`config.mk`:
```
export PLATFORM = sky130hd
export DESIGN_NAME = pulse_rate_tone_classifier
export DESIGN_NICKNAME = d
export VERILOG_FILES = /design/src/hdl/prtc_pkg.sv /design/src/hdl/prtc_front.sv /design/src/hdl/prtc_fifo.sv /design/src/hdl/prtc_div.sv /design/src/hdl/prtc_back.sv /design/src/hdl/pulse_rate_tone_classifier.sv
export SDC_FILE = /design/constraint.sdc
export NUM_CORES = 2
export LEC_CHECK = 0
export BUFFER_PORTS_ARGS = -buffer_cell sky130_fd_sc_hd__buf_2
export CAP_MARGIN = 10
export CORE_ASPECT_RATIO = 0.7
export CORE_UTILIZATION = 35
export CTS_CLUSTER_DIAMETER = 60
export DETAILED_ROUTE_END_ITERATION = 16
export PLACE_DENSITY = 0.49
export SLEW_MARGIN = 20
export SYNTH_ARGS = -nofsm -noshare
export SYNTH_HDL_FRONTEND = slang
export SYNTH_SLANG_ARGS = --single-unit
export TNS_END_PERCENT = 1
```
`constraint.sdc`:
```
create_clock -name clk -period 18.7 [get_ports clk]
set_clock_uncertainty 0.05 [all_clocks]
set_input_delay 3.74 -clock clk [delete_from_list [all_inputs] [get_ports clk]]
set_output_delay 3.74 -clock clk [all_outputs]
set_load 0.1 [all_outputs]
```
`src/hdl/prtc_pkg.sv`:
```
// Shared types and constants for the pulse rate tone classifier.
// Used by every module of the block but prtc_div; depends on nothing.
`default_nettype none
package prtc_pkg;

  localparam int DEB_W = 16;
  localparam int WT_W  = 20;
  localparam int WC_W  = 4;
  localparam int RATE_W = 16;
  localparam int PR_W  = 20;
  localparam int CLS_W = 2;
  localparam int CONF_W = 7;
  localparam int CYC_W = 24;
  localparam int DEN_W = WC_W + WT_W;
  localparam int CFG_W = 20;
  localparam int IDX_W = 3;

  localparam int TICKS_PER_SECOND_DEF = 1000000;
  localparam int QUEUE_DEPTH = 4;

  localparam logic [DEB_W-1:0]  DEBOUNCE_RST = 16'd40;
  localparam logic [WT_W-1:0]   WINDOW_TICKS_RST = 20'd200000;
  localparam logic [WC_W-1:0]   WINDOW_COUNT_RST = 4'd5;
  localparam logic [RATE_W-1:0] NO_SIGNAL_RST = 16'd50;
  localparam logic [RATE_W-1:0] RATE_A_RST = 16'd547;
  localparam logic [RATE_W-1:0] RATE_B_RST = 16'd312;

  localparam logic [IDX_W-1:0] REG_DEBOUNCE     = 3'd0;
  localparam logic [IDX_W-1:0] REG_WINDOW_TICKS = 3'd1;
  localparam logic [IDX_W-1:0] REG_WINDOW_COUNT = 3'd2;
  localparam logic [IDX_W-1:0] REG_NO_SIGNAL    = 3'd3;
  localparam logic [IDX_W-1:0] REG_RATE_A       = 3'd4;
  localparam logic [IDX_W-1:0] REG_RATE_B       = 3'd5;

  localparam logic [CLS_W-1:0] CLS_NONE = 2'd0;
  localparam logic [CLS_W-1:0] CLS_A    = 2'd1;
  localparam logic [CLS_W-1:0] CLS_B    = 2'd2;

  localparam logic [CONF_W-1:0] CONF_MAX = 7'd100;

  typedef enum logic [2:0] {
    BK_IDLE,
    BK_MUL,
    BK_RDIV_GO,
    BK_RDIV_WAIT,
    BK_CLS,
    BK_CDIV_GO,
    BK_CDIV_WAIT,
    BK_DONE
  } back_state_t;

endpackage
`default_nettype wire

```
`src/hdl/prtc_front.sv`:
```
// Front part: debounces edges and counts pulses over windows and cycles.
// Pushes the pulse total of each finished cycle into the queue. Uses prtc_pkg.
`default_nettype none
module prtc_front (
  input  wire logic                        clk,
  input  wire logic                        rst,
  input  wire logic                        tick_en,
  input  wire logic                        falling_edge,
  input  wire logic [prtc_pkg::DEB_W-1:0]  debounce_ticks,
  input  wire logic [prtc_pkg::WT_W-1:0]   window_ticks,
  input  wire logic [prtc_pkg::WC_W-1:0]   window_count,
  output logic                             q_push,
  output logic [prtc_pkg::CYC_W-1:0]       q_data
);

  localparam logic [prtc_pkg::DEB_W-1:0] DEB_MAX = '1;
  localparam logic [prtc_pkg::WT_W-1:0]  WIN_MAX = '1;
  localparam logic [prtc_pkg::CYC_W-1:0] CYC_MAX = '1;
  localparam logic [prtc_pkg::WC_W-1:0]  IDX_MAX = '1;

  logic [prtc_pkg::DEB_W-1:0] ticks_since_pulse, ticks_since_pulse_next;
  logic [prtc_pkg::WT_W-1:0]  window_pulses, window_pulses_next;
  logic [prtc_pkg::WT_W-1:0]  window_elapsed, window_elapsed_next;
  logic [prtc_pkg::WC_W-1:0]  window_index, window_index_next;
  logic [prtc_pkg::CYC_W-1:0] cycle_pulses, cycle_pulses_next;

  logic [prtc_pkg::DEB_W-1:0] tsp_inc;
  logic                       counted;
  logic [prtc_pkg::WT_W-1:0]  wp_inc, we_inc, wt_eff;
  logic [prtc_pkg::WC_W-1:0]  wi_inc, wc_eff;
  logic [prtc_pkg::CYC_W:0]   sum;
  logic [prtc_pkg::CYC_W-1:0] sum_sat;

  always_comb begin
    wt_eff = (window_ticks == '0) ? prtc_pkg::WT_W'(1) : window_ticks;
    wc_eff = (window_count == '0) ? prtc_pkg::WC_W'(1) : window_count;
    tsp_inc = (ticks_since_pulse == DEB_MAX) ? ticks_since_pulse
                                             : ticks_since_pulse + 1'b1;
    counted = falling_edge && (tsp_inc > debounce_ticks);
    wp_inc = (counted && window_pulses != WIN_MAX) ? window_pulses + 1'b1 : window_pulses;
    we_inc = (window_elapsed == WIN_MAX) ? window_elapsed : window_elapsed + 1'b1;
    wi_inc = (window_index == IDX_MAX) ? window_index : window_index + 1'b1;
    sum = {1'b0, cycle_pulses} + (prtc_pkg::CYC_W + 1)'(wp_inc);
    sum_sat = sum[prtc_pkg::CYC_W] ? CYC_MAX : sum[prtc_pkg::CYC_W-1:0];

    ticks_since_pulse_next = counted ? '0 : tsp_inc;
    window_pulses_next = wp_inc;
    window_elapsed_next = we_inc;
    window_index_next = window_index;
    cycle_pulses_next = cycle_pulses;
    q_push = 1'b0;
    q_data = sum_sat;
    if (we_inc >= wt_eff) begin
      window_pulses_next = '0;
      window_elapsed_next = '0;
      if (wi_inc >= wc_eff) begin
        q_push = tick_en;
        window_index_next = '0;
        cycle_pulses_next = '0;
      end else begin
        window_index_next = wi_inc;
        cycle_pulses_next = sum_sat;
      end
    end
  end

  always_ff @(posedge clk) begin
    if (rst) begin
      ticks_since_pulse <= DEB_MAX;
      window_pulses <= '0;
      window_elapsed <= '0;
      window_index <= '0;
      cycle_pulses <= '0;
    end else if (tick_en) begin
      ticks_since_pulse <= ticks_since_pulse_next;
      window_pulses <= window_pulses_next;
      window_elapsed <= window_elapsed_next;
      window_index <= window_index_next;
      cycle_pulses <= cycle_pulses_next;
    end
  end

endmodule
`default_nettype wire

```
`src/hdl/prtc_fifo.sv`:
```
// Short queue of cycle pulse totals between the front and back parts.
// Depth comes from prtc_pkg.
`default_nettype none
module prtc_fifo (
  input  wire logic                       clk,
  input  wire logic                       rst,
  input  wire logic                       wr,
  input  wire logic [prtc_pkg::CYC_W-1:0] wdata,
  output logic                            full,
  input  wire logic                       rd,
  output logic                            empty,
  output logic [prtc_pkg::CYC_W-1:0]      rdata
);

  localparam int DEPTH = prtc_pkg::QUEUE_DEPTH;
  localparam int PTR_W = (DEPTH > 1) ? $clog2(DEPTH) : 1;
  localparam int CNT_W = $clog2(DEPTH + 1);
  localparam logic [CNT_W-1:0] CNT_FULL = CNT_W'(DEPTH);
  localparam logic [PTR_W-1:0] PTR_LAST = PTR_W'(DEPTH - 1);

  logic [prtc_pkg::CYC_W-1:0] mem [DEPTH];
  logic [PTR_W-1:0] wr_ptr, rd_ptr;
  logic [CNT_W-1:0] count;
  logic do_wr, do_rd;

  assign full  = (count == CNT_FULL);
  assign empty = (count == '0);
  assign rdata = mem[rd_ptr];
  assign do_wr = wr && !full;
  assign do_rd = rd && !empty;

  always_ff @(posedge clk) begin
    if (do_wr) begin
      mem[wr_ptr] <= wdata;
    end
  end

  always_ff @(posedge clk) begin
    if (rst) begin
      wr_ptr <= '0;
      rd_ptr <= '0;
      count <= '0;
    end else begin
      if (do_wr) begin
        wr_ptr <= (wr_ptr == PTR_LAST) ? '0 : wr_ptr + 1'b1;
      end
      if (do_rd) begin
        rd_ptr <= (rd_ptr == PTR_LAST) ? '0 : rd_ptr + 1'b1;
      end
      if (do_wr && !do_rd) begin
        count <= count + 1'b1;
      end else if (do_rd && !do_wr) begin
        count <= count - 1'b1;
      end
    end
  end

endmodule
`default_nettype wire

```
`src/hdl/prtc_div.sv`:
```
// Restoring divider, one quotient bit per cycle, shared by the back part.
// Depends on nothing beyond its parameters.
`default_nettype none
module prtc_div #(
  parameter int NUM_W = 44,
  parameter int DEN_W = 24
) (
  input  wire logic             clk,
  input  wire logic             rst,
  input  wire logic             start,
  input  wire logic [NUM_W-1:0] num,
  input  wire logic [DEN_W-1:0] den,
  output logic                  done,
  output logic [NUM_W-1:0]      quot
);

  localparam int CNT_W = $clog2(NUM_W + 1);

  logic [DEN_W-1:0] rem;
  logic [NUM_W-1:0] q;
  logic [CNT_W-1:0] cnt;
  logic             busy;
  logic [DEN_W:0]   rem_sh, rem_sub;
  logic             qbit;

  assign quot = q;

  always_comb begin
    rem_sh = {rem, q[NUM_W-1]};
    rem_sub = rem_sh - {1'b0, den};
    qbit = (rem_sh >= {1'b0, den});
  end

  always_ff @(posedge clk) begin
    if (start) begin
      rem <= '0;
      q <= num;
    end else if (busy) begin
      rem <= qbit ? rem_sub[DEN_W-1:0] : rem_sh[DEN_W-1:0];
      q <= {q[NUM_W-2:0], qbit};
    end
  end

  always_ff @(posedge clk) begin
    if (rst) begin
      busy <= 1'b0;
      done <= 1'b0;
      cnt <= '0;
    end else begin
      done <= 1'b0;
      if (start) begin
        busy <= 1'b1;
        cnt <= CNT_W'(NUM_W);
      end else if (busy) begin
        cnt <= cnt - 1'b1;
        if (cnt == CNT_W'(1)) begin
          busy <= 1'b0;
          done <= 1'b1;
        end
      end
    end
  end

endmodule
`default_nettype wire

```
`src/hdl/prtc_back.sv`:
```
// Back part: turns a cycle pulse total into rate, class and confidence.
// Uses prtc_pkg and prtc_div; holds the result register seen by the user.
`default_nettype none
module prtc_back #(
  parameter int TICKS_PER_SECOND = prtc_pkg::TICKS_PER_SECOND_DEF
) (
  input  wire logic                        clk,
  input  wire logic                        rst,
  input  wire logic                        q_empty,
  output logic                             q_pop,
  input  wire logic [prtc_pkg::CYC_W-1:0]  q_data,
  input  wire logic [prtc_pkg::WT_W-1:0]   window_ticks,
  input  wire logic [prtc_pkg::WC_W-1:0]   window_count,
  input  wire logic [prtc_pkg::RATE_W-1:0] no_signal_rate,
  input  wire logic [prtc_pkg::RATE_W-1:0] rate_a,
  input  wire logic [prtc_pkg::RATE_W-1:0] rate_b,
  output logic                             empty,
  input  wire logic                        pop,
  output logic [prtc_pkg::PR_W-1:0]        pulse_rate,
  output logic [prtc_pkg::CLS_W-1:0]       rate_class,
  output logic [prtc_pkg::CONF_W-1:0]      confidence
);

  localparam int TPS_W = $clog2(TICKS_PER_SECOND + 1);
  localparam int NUM_W = prtc_pkg::CYC_W + TPS_W;
  localparam int DEN_W = prtc_pkg::DEN_W;
  localparam int D_W = prtc_pkg::PR_W + 1;
  localparam logic [TPS_W-1:0] TPS_V = TPS_W'(TICKS_PER_SECOND);
  localparam logic [prtc_pkg::PR_W-1:0] PR_MAX = '1;

  prtc_pkg::back_state_t state, state_next;

  logic [prtc_pkg::CYC_W-1:0]  cyc;
  logic [NUM_W-1:0]            num;
  logic [DEN_W-1:0]            den;
  logic [prtc_pkg::PR_W-1:0]   rate;
  logic [prtc_pkg::CLS_W-1:0]  cls;
  logic [prtc_pkg::CONF_W-1:0] conf;
  logic                        out_valid;

  logic                        div_start, div_done;
  logic [NUM_W-1:0]            quot;

  logic [prtc_pkg::WT_W-1:0]   wt_eff;
  logic [prtc_pkg::WC_W-1:0]   wc_eff;
  logic [D_W-1:0]              da, db, d;
  logic [D_W-1:0]              two_r, sum_ab;
  logic [prtc_pkg::RATE_W-1:0] sep;
  logic                        load_out;

  prtc_div #(
    .NUM_W(NUM_W),
    .DEN_W(DEN_W)
  ) u_div (
    .clk  (clk),
    .rst  (rst),
    .start(div_start),
    .num  (num),
    .den  (den),
    .done (div_done),
    .quot (quot)
  );

  always_comb begin
    wt_eff = (window_ticks == '0) ? prtc_pkg::WT_W'(1) : window_ticks;
    wc_eff = (window_count == '0) ? prtc_pkg::WC_W'(1) : window_count;
    da = ({1'b0, rate} >= D_W'(rate_a)) ? {1'b0, rate} - D_W'(rate_a)
                                         : D_W'(rate_a) - {1'b0, rate};
    db = ({1'b0, rate} >= D_W'(rate_b)) ? {1'b0, rate} - D_W'(rate_b)
                                         : D_W'(rate_b) - {1'b0, rate};
    two_r = {rate, 1'b0};
    sum_ab = D_W'(rate_a) + D_W'(rate_b);
    d = (two_r >= sum_ab) ? two_r - sum_ab : sum_ab - two_r;
    sep = (rate_a >= rate_b) ? rate_a - rate_b : rate_b - rate_a;
  end

  always_comb begin
    state_next = state;
    q_pop = 1'b0;
    div_start = 1'b0;
    load_out = 1'b0;
    unique case (state)
      prtc_pkg::BK_IDLE: begin
        if (!q_empty) begin
          q_pop = 1'b1;
          state_next = prtc_pkg::BK_MUL;
        end
      end
      prtc_pkg::BK_MUL: state_next = prtc_pkg::BK_RDIV_GO;
      prtc_pkg::BK_RDIV_GO: begin
        div_start = 1'b1;
        state_next = prtc_pkg::BK_RDIV_WAIT;
      end
      prtc_pkg::BK_RDIV_WAIT: begin
        if (div_done) begin
          state_next = prtc_pkg::BK_CLS;
        end
      end
      prtc_pkg::BK_CLS: begin
        if (rate < prtc_pkg::PR_W'(no_signal_rate) || rate_a == rate_b) begin
          state_next = prtc_pkg::BK_DONE;
        end else begin
          state_next = prtc_pkg::BK_CDIV_GO;
        end
      end
      prtc_pkg::BK_CDIV_GO: begin
        div_start = 1'b1;
        state_next = prtc_pkg::BK_CDIV_WAIT;
      end
      prtc_pkg::BK_CDIV_WAIT: begin
        if (div_done) begin
          state_next = prtc_pkg::BK_DONE;
        end
      end
      prtc_pkg::BK_DONE: begin
        if (!out_valid || pop) begin
          load_out = 1'b1;
          state_next = prtc_pkg::BK_IDLE;
        end
      end
      default: state_next = prtc_pkg::BK_IDLE;
    endcase
  end

  always_ff @(posedge clk) begin
    if (rst) begin
      state <= prtc_pkg::BK_IDLE;
    end else begin
      state <= state_next;
    end
  end

  always_ff @(posedge clk) begin
    case (state)
      prtc_pkg::BK_IDLE: cyc <= q_data;
      prtc_pkg::BK_MUL: begin
        num <= NUM_W'(cyc) * NUM_W'(TPS_V);
        den <= DEN_W'(wc_eff) * DEN_W'(wt_eff);
      end
      prtc_pkg::BK_RDIV_WAIT: begin
        rate <= (quot > NUM_W'(PR_MAX)) ? PR_MAX : quot[prtc_pkg::PR_W-1:0];
      end
      prtc_pkg::BK_CLS: begin
        num <= NUM_W'(d) * NUM_W'(prtc_pkg::CONF_MAX);
        den <= DEN_W'(sep);
        if (rate < prtc_pkg::PR_W'(no_signal_rate)) begin
          cls <= prtc_pkg::CLS_NONE;
          conf <= '0;
        end else begin
          cls <= (da <= db) ? prtc_pkg::CLS_A : prtc_pkg::CLS_B;
          conf <= prtc_pkg::CONF_MAX;
        end
      end
      prtc_pkg::BK_CDIV_WAIT: begin
        conf <= (quot > NUM_W'(prtc_pkg::CONF_MAX)) ? prtc_pkg::CONF_MAX
                                                    : quot[prtc_pkg::CONF_W-1:0];
      end
      default: ;
    endcase
  end

  always_ff @(posedge clk) begin
    if (load_out) begin
      pulse_rate <= rate;
      rate_class <= cls;
      confidence <= conf;
    end
  end

  always_ff @(posedge clk) begin
    if (rst) begin
      out_valid <= 1'b0;
    end else if (load_out) begin
      out_valid <= 1'b1;
    end else if (pop) begin
      out_valid <= 1'b0;
    end
  end

  assign empty = !out_valid;

endmodule
`default_nettype wire

```
`src/hdl/pulse_rate_tone_classifier.sv`:
```
// Pulse rate tone classifier: config registers, front counter, queue, back classifier.
// Uses prtc_pkg, prtc_front, prtc_fifo and prtc_back.
//
// One tick is taken per clock while push is high and full is low. Ticks that
// end a counting cycle queue a pulse total; the back part turns each total into
// a result with the shared one-bit-per-cycle divider (one pass for the rate, one
// for the confidence where needed). Totals that come faster than the back part
// takes them fill the four-entry queue and raise full.
// Configuration writes take effect at the next edge and belong in idle periods.
`default_nettype none
module pulse_rate_tone_classifier #(
  parameter int TICKS_PER_SECOND = prtc_pkg::TICKS_PER_SECOND_DEF
) (
  input  wire logic                       clk,
  input  wire logic                       rst,
  input  wire logic                       push,
  output logic                            full,
  input  wire logic                       falling_edge,
  output logic                            empty,
  input  wire logic                       pop,
  output logic [prtc_pkg::PR_W-1:0]       pulse_rate,
  output logic [prtc_pkg::CLS_W-1:0]      rate_class,
  output logic [prtc_pkg::CONF_W-1:0]     confidence,
  input  wire logic                       wr_en,
  input  wire logic [prtc_pkg::IDX_W-1:0] wr_index,
  input  wire logic [prtc_pkg::CFG_W-1:0] wr_data
);

  logic [prtc_pkg::DEB_W-1:0]  debounce_ticks;
  logic [prtc_pkg::WT_W-1:0]   window_ticks;
  logic [prtc_pkg::WC_W-1:0]   window_count;
  logic [prtc_pkg::RATE_W-1:0] no_signal_rate;
  logic [prtc_pkg::RATE_W-1:0] rate_a;
  logic [prtc_pkg::RATE_W-1:0] rate_b;

  logic                        tick_en;
  logic                        q_push, q_pop, q_empty;
  logic [prtc_pkg::CYC_W-1:0]  q_wdata, q_rdata;

  always_ff @(posedge clk) begin
    if (rst) begin
      debounce_ticks <= prtc_pkg::DEBOUNCE_RST;
      window_ticks <= prtc_pkg::WINDOW_TICKS_RST;
      window_count <= prtc_pkg::WINDOW_COUNT_RST;
      no_signal_rate <= prtc_pkg::NO_SIGNAL_RST;
      rate_a <= prtc_pkg::RATE_A_RST;
      rate_b <= prtc_pkg::RATE_B_RST;
    end else if (wr_en) begin
      unique case (wr_index)
        prtc_pkg::REG_DEBOUNCE:     debounce_ticks <= wr_data[prtc_pkg::DEB_W-1:0];
        prtc_pkg::REG_WINDOW_TICKS: window_ticks <= wr_data[prtc_pkg::WT_W-1:0];
        prtc_pkg::REG_WINDOW_COUNT: window_count <= wr_data[prtc_pkg::WC_W-1:0];
        prtc_pkg::REG_NO_SIGNAL:    no_signal_rate <= wr_data[prtc_pkg::RATE_W-1:0];
        prtc_pkg::REG_RATE_A:       rate_a <= wr_data[prtc_pkg::RATE_W-1:0];
        prtc_pkg::REG_RATE_B:       rate_b <= wr_data[prtc_pkg::RATE_W-1:0];
        default: ;
      endcase
    end
  end

  assign tick_en = push && !full;

  prtc_front u_front (
    .clk           (clk),
    .rst           (rst),
    .tick_en       (tick_en),
    .falling_edge  (falling_edge),
    .debounce_ticks(debounce_ticks),
    .window_ticks  (window_ticks),
    .window_count  (window_count),
    .q_push        (q_push),
    .q_data        (q_wdata)
  );

  prtc_fifo u_fifo (
    .clk  (clk),
    .rst  (rst),
    .wr   (q_push),
    .wdata(q_wdata),
    .full (full),
    .rd   (q_pop),
    .empty(q_empty),
    .rdata(q_rdata)
  );

  prtc_back #(
    .TICKS_PER_SECOND(TICKS_PER_SECOND)
  ) u_back (
    .clk           (clk),
    .rst           (rst),
    .q_empty       (q_empty),
    .q_pop         (q_pop),
    .q_data        (q_rdata),
    .window_ticks  (window_ticks),
    .window_count  (window_count),
    .no_signal_rate(no_signal_rate),
    .rate_a        (rate_a),
    .rate_b        (rate_b),
    .empty         (empty),
    .pop           (pop),
    .pulse_rate    (pulse_rate),
    .rate_class    (rate_class),
    .confidence    (confidence)
  );

endmodule
`default_nettype wire
```
# Word level (Yosys, flattened, before mapping)
# Memories as Yosys holds them, arrays and structs flattened. A register that Yosys moved wholly into a read port is not among the register bits.
# Index checks and enable logic that the tools add are counted.
dict set report totals {
  regBits 385
  ramBits 96
  inputBits 29
  output_inout_bits 31
  word_cells 179
  memories 1
}
# name depth width rd rd_clocked_by_memory_dff wr line
set memory_table {}
lappend memory_table {u_fifo.mem 4 24 1 1 1 prtc_fifo.sv:21} ;# logic [prtc_pkg::CYC_W-1:0] mem [DEPTH];
dict set report op_classes {
  addsub 20
  n_mul 3
  n_lt_le_gt_ge 12
  eq_ne 25
  mux 52
  bitwise_logic 1
  reduce_logical 35
}
# op count
set op_table {}
lappend op_table {{$mux W20} 5}
lappend op_table {{$mux W44} 2}
lappend op_table {{$pmux W44 S2} 1}
lappend op_table {{$mux W24} 3}
lappend op_table {{$mux W21} 3}
lappend op_table {{$mux W16} 3}
lappend op_table {{$pmux W24 S2} 1}
lappend op_table {{$gt A44 B20 Y1 const B} 1}
lappend op_table {{$gt A44 B7 Y1 const B} 1}
lappend op_table {{$sub A16 B20 Y21} 2}
lappend op_table {{$sub A20 B16 Y21} 2}
lappend op_table {{$sub A21 B21 Y21} 2}
lappend op_table {{$add A20 B1 Y20 const B} 2}
lappend op_table {{$ge A20 B16 Y1} 2}
lappend op_table {{$mul A24 B14 Y38 const B} 1}
lappend op_table {{$sub A16 B16 Y16} 2}
lappend op_table {{$mul A21 B5 Y26 const B} 1}
lappend op_table {{$add A24 B20 Y25} 1}
lappend op_table {{$ge A25 B24 Y1} 1}
lappend op_table {{$mul A4 B20 Y24} 1}
lappend op_table {{$pmux W3 S8} 1}
lappend op_table {{$sub A24 B24 Y24} 1}
lappend op_table {{$eq A3 B3 Y1 const B} 7}
lappend op_table {{$ge A21 B21 Y1} 1}
lappend op_table {{other kinds (43)} 101}

# Longest topological paths before layout
dict set report depth {
  ltp_word 10
  depth_mapped 41
  mapped_depth_nobuf 39
}

# Modules after synthesis
# A second synthesis with hierarchy kept.
dict set report hier_totals {
  cells_unflattened 4396
  hier_area_um2 42109.1
}
# module n_inst cells_each area_per_inst_um2 seq_area_each_um2
set by_module_without_submodules {}
lappend by_module_without_submodules {prtc_back 1 2555 23140.9 4524.3}
lappend by_module_without_submodules {prtc_front 1 880 6816.5 1681.6}
lappend by_module_without_submodules {prtc_div 1 458 4683.2 1961.9}
lappend by_module_without_submodules {prtc_fifo 1 176 3952.5 3062.9}
lappend by_module_without_submodules {pulse_rate_tone_classifier 1 327 3515.9 1761.7}

# Least setup slack after synthesis
# No wires, ideal clock.
dict set report synth_timing {
  path_type {register -> register}
  from {reg rate_a[2] (netlist bit)}
  to {reg u_back.num[26] (data pin)}
  setup_ns 0.267
  arrival_ns 8.257
  required_time_ns 18.383
  setup_slack_ns 10.127
  stages_incl_launch_ff 41
  n_path_buf 4
  synth_period_minus_slack_ns 8.573
  cell_sequence {dfxtp_1 > inv_1 > ha_1 > buf_2 > o21bai_1 > a21oi_1 > o21bai_1 > a21oi_1 > o21bai_1 > a2111oi_1 > o21ai_0 > a21oi_1 > o31ai_1 > a211o_1 > ha_1 > clkbuf_1 > and2_1 > and3_1 > (+5 left out) > nand3_1 > o21ai_0 > xnor2_1 > ha_1 > ha_1 > ha_1 > xor2_1 > ha_1 > a21o_1 > a21oi_1 > nor2b_1 > o21ai_0 > a311oi_1 > o41ai_1 > a21oi_1 > a21oi_1 > xor2_1 > o21ai_0}
}
dict set report synth_between {
  elab_chain_len 5
  word_cells_on_any_way 7
  cone_classes {add/sub: 3; mul: 1; order compare: 1; mux: 2}
}
# element line
set synth_rtl {}
lappend synth_rtl {{start, declared} pulse_rate_tone_classifier.sv:33} ;# logic [prtc_pkg::RATE_W-1:0] rate_a;
lappend synth_rtl {{start signal, assigned} pulse_rate_tone_classifier.sv:46} ;# rate_a <= prtc_pkg::RATE_A_RST;
lappend synth_rtl {{start signal, assigned} pulse_rate_tone_classifier.sv:54} ;# prtc_pkg::REG_RATE_A: rate_a <= wr_data[prtc_pkg::RATE_W-1:0];
lappend synth_rtl {{$add A16 B16 Y17 *} prtc_back.sv:72} ;# sum_ab = D_W'(rate_a) + D_W'(rate_b);
lappend synth_rtl {{$sub A21 B21 Y21 or $ge A21 B21 Y1 (tied branches)} prtc_back.sv:73} ;# d = (two_r >= sum_ab) ? two_r - sum_ab : sum_ab - two_r;
lappend synth_rtl {{$mux W21 *} prtc_back.sv:73}
lappend synth_rtl {{$mul A21 B5 Y26 *} prtc_back.sv:144} ;# num <= NUM_W'(d) * NUM_W'(prtc_pkg::CONF_MAX);
lappend synth_rtl {{$pmux W44 S2 *} prtc_back.sv:134} ;# case (state)
lappend synth_rtl {{end signal, assigned} prtc_back.sv:137} ;# num <= NUM_W'(cyc) * NUM_W'(TPS_V);
lappend synth_rtl {{end signal, assigned} prtc_back.sv:144}
lappend synth_rtl {{end, declared} prtc_back.sv:34} ;# logic [NUM_W-1:0] num;
# Every way passes the cells marked *; elsewhere a longest branch is shown, timed or not. The select of a mux whose other input is x is not followed.
# A chain may end at the register's enable or synchronous reset.

# Final worst setup path
dict set report layout_timing {
  from {reg rate_a[1] (netlist bit)}
  to {reg u_back.num[27] (data pin)}
}
# The elaborated chain is that of the path after synthesis.

==> impl_metrics.toml <==
[synthesis]
synth_edf_count = 288
synth_fa_ha_area_frac = 0.2326
synth_cell_types = 91
dominantRegCellSynth = "edfxtp_1"
synth_seq_cells = 503
netlist.area_leader.share = 0.2138
synth_compound_area_frac = 0.1573
synthArstFlopShare = 0
ys_seq_area_frac = 0.3202
yosys.area_share.simple = 0.1494
synthMuxAreaShare = 0.03152
synth_xor_area_frac = 0.05240
synth_top_family_by_area = "adder cells"
netlist_area_um2 = 40450
yosys_warnings = 0
synth_top_area_cell = "edfxtp_1"
synthCells = 4387
synth.avg_cell_area_um2 = 9.220
synth_area_leaders = "edfxtp_1 (21%), ha_1 (15%), dfxtp_1 (11%), fa_1 (7.8%), nand2_1 (5.1%)"
syn-num-nets = 5073

[clock_tree]
cts-root-buf = "clkbuf_16"
clock-sinks = 503
cts.repair.resized = 0
cts_setup_buffers = 0
cts_buffers = 61
clk_pin_slew_ns = 0.06
ctsHoldBuffers = 0
cts_tree = "built"
clockBufferDepth = 3
clkLatencyLatePin_ns = 0.70
cts_max_level = 2

[floorplanning]
start_util = 0.3558
core_um2 = 113700
fp.dieH_um = 286.4
io_pins = 60
dieArea_um2 = 117000
fp-row-count = 103
die_w_um = 408.3

[finish]
finish.net_count = 5068
final_common_cell = "nand2_1"
drive_gt1_frac = 0.06811
fin_area_um2 = 44480
syn_to_final_growth_pct = 9.964
mostFrequentLayoutCells = "nand2_1 (549), ha_1 (499), inv_1 (420), a21oi_1 (365), edfxtp_1 (288)"

[timing]
clock.fmax_mhz = 99.50
period_share = 0.5374
setup_viol = 0
tightest_slew_ns = 1.129
finalHoldViolCount = 0
rsz0062_at_grt = "no"
relSlewSlack = 0.2452
report.final.slew_viol_count = 0
tns_ns = 0
period_minus_slack_ns = 10.05

[placed_design]
gp_congestion = 0.9385
dpl.hpwl_um = 91640
placed_area_um2 = 42340
io_buffer_count = 59

[hold_path]
hold_path.class = "flip-flop to flip-flop"
hold_start = "u_back.cls[1]$_SDFFCE_PN0P_"
hold_path_end = "u_back.rate_class[1]$_DFFE_PP_"
holdPathStages = 0

[outcome]
status = "finished, final reports clean"

[worst_setup_path]
crit_path_start_kind = "flip-flop"
critPathKind = "flip-flop to flip-flop"
reg2reg_slack_ns = 8.65
cp_max_fo = 31
end_kind = "flip-flop"
crit_arrival_ns = 10.42
max_stage_delay_ns = 0.81
critPathRequiredTime_ns = 19.07
r2r_start = "rate_a[1]$_SDFFE_PP1P_"
timing.rr.end = "u_back.num[27]$_DFFE_PP_"
worst_r2r_path_depth = 37
slowest_stage = "a2111oi_0"

[global_routing]
grt_max_degree = 67
grt_usage = 0.1991
grt_pass1_vias = 30260
grt_overflow_total = 0
grt_pass1_wl_um = 182000
grt_antenna_before_repair = 7

[drt]
vias_per_cell = 5.268
wirelength_um = 117700
drt_iter0_drc = 2478
ant_nets = 0
via_count = 31400
wl_per_cell_um = 19.75
drc = 0
first_pass_iters = 5

[run]
cap_viol_max_count = 0
==> worst max-delay path by stage <==
stage	startpoint	endpoint	slack, ns
4_1_cts	rate_a[1]$_SDFFE_PP1P_	u_back.num[25]$_DFFE_PP_	8.68
2_1_floorplan	rate_a[2]$_SDFFE_PP0P_	u_back.num[26]$_DFFE_PP_	10.13
6_report	rate_a[1]$_SDFFE_PP1P_	u_back.num[27]$_DFFE_PP_	8.65
5_1_grt	rate_b[1]$_SDFFE_PP0P_	u_back.num[25]$_DFFE_PP_	7.76
3_5_place_dp	rate_a[1]$_SDFFE_PP1P_	u_back.num[25]$_DFFE_PP_	8.68
3_3_place_gp	rate_a[1]$_SDFFE_PP1P_	u_back.num[25]$_DFFE_PP_	8.68
==> worst max-delay path, delay by kind of cell, from the launching register on <==
kind	cells	cell delay [ns]
adder cells (fa/ha/maj)	6	2.14
flip-flops	1	0.48
buffers and inverters	5	0.51
XOR/XNOR	2	0.48
AO/OA/AOI/OAI	16	4.59
AND/OR/NAND/NOR	8	1.53
==> final cells by class <==
type / instances / area [µm²]
Clock inverter: 32 / 370.4
Sequential cell: 503 / 12950
Clock buffer: 83 / 1729
Fill cell: 11520 / 69190
Timing Repair Buffer: 104 / 651.9
Tap cell: 1522 / 1904
Antenna cell: 4 / 10.01
Inverter: 424 / 1592
Multi-Input combinational cell: 3288 / 25270
==> cell usage after synthesis, types with 51 or more instances <==
cell type  instances
nand3_1           73
nor3_1            67
a21o_1           112
a21oi_1          365
xor2_1           103
dfxtp_1          215
inv_1            421
nand2_1          549
clkbuf_1         135
nor2b_1           51
ha_1             499
fa_1             158
edfxtp_1         288
o21ai_0          176
nor2_1           255
xnor2_1          139
mux2i_1           55
==> registers in the layout, summed over array words and instances, names as in the netlist, 20 cells and up <==
register	cells
u_back.cyc	24
u_back.den	24
u_back.num	42
u_back.pulse_rate	20
u_back.rate	20
u_back.u_div.quot	44
u_back.u_div.rem	24
u_fifo.mem	96
u_front.cycle_pulses	24
u_front.window_elapsed	20
u_front.window_pulses	20
window_ticks	20
==> logic make-up (layout without fill, tap and decap cells) <==
family | Yosys count | count (layout)
compound gates | 1001 | 1001
simple gates | 1293 | 1293
fa+ha+maj | 657 | 657
mux | 95 | 95
xor+xnor | 242 | 242
other cells | 0 | 4
buf+inv | 596 | 643
flops | 503 | 503
==> routing by layer <==
layer  vias to the layer above  GRT usage  part of all wire
li1                      15410          -                 -
met1                     15100     0.3216              0.54
met2                       761     0.2669              0.38
met3                       115    0.03805             0.065
met4                         6    0.03904             0.018
met5                         -          0           0.00031
==> through the flow <==
stage,setup WS [ns],std cells,utilization,hold WS [ns]
5_1_grt,7.757,5956,0.3912,0.3763
4_1_cts,8.683,5955,0.3910,0.3740
6_report,8.650,5960,0.3913,0.3704
2_1_floorplan,10.13,4387,-,0.3503
3_3_place_gp,8.678,5840,0.3725,0.3531
3_5_place_dp,8.684,5840,0.3725,0.3602
Power is not shown: default switching activity piles up to over one toggle a cycle in this logic, so the estimate is an artifact.
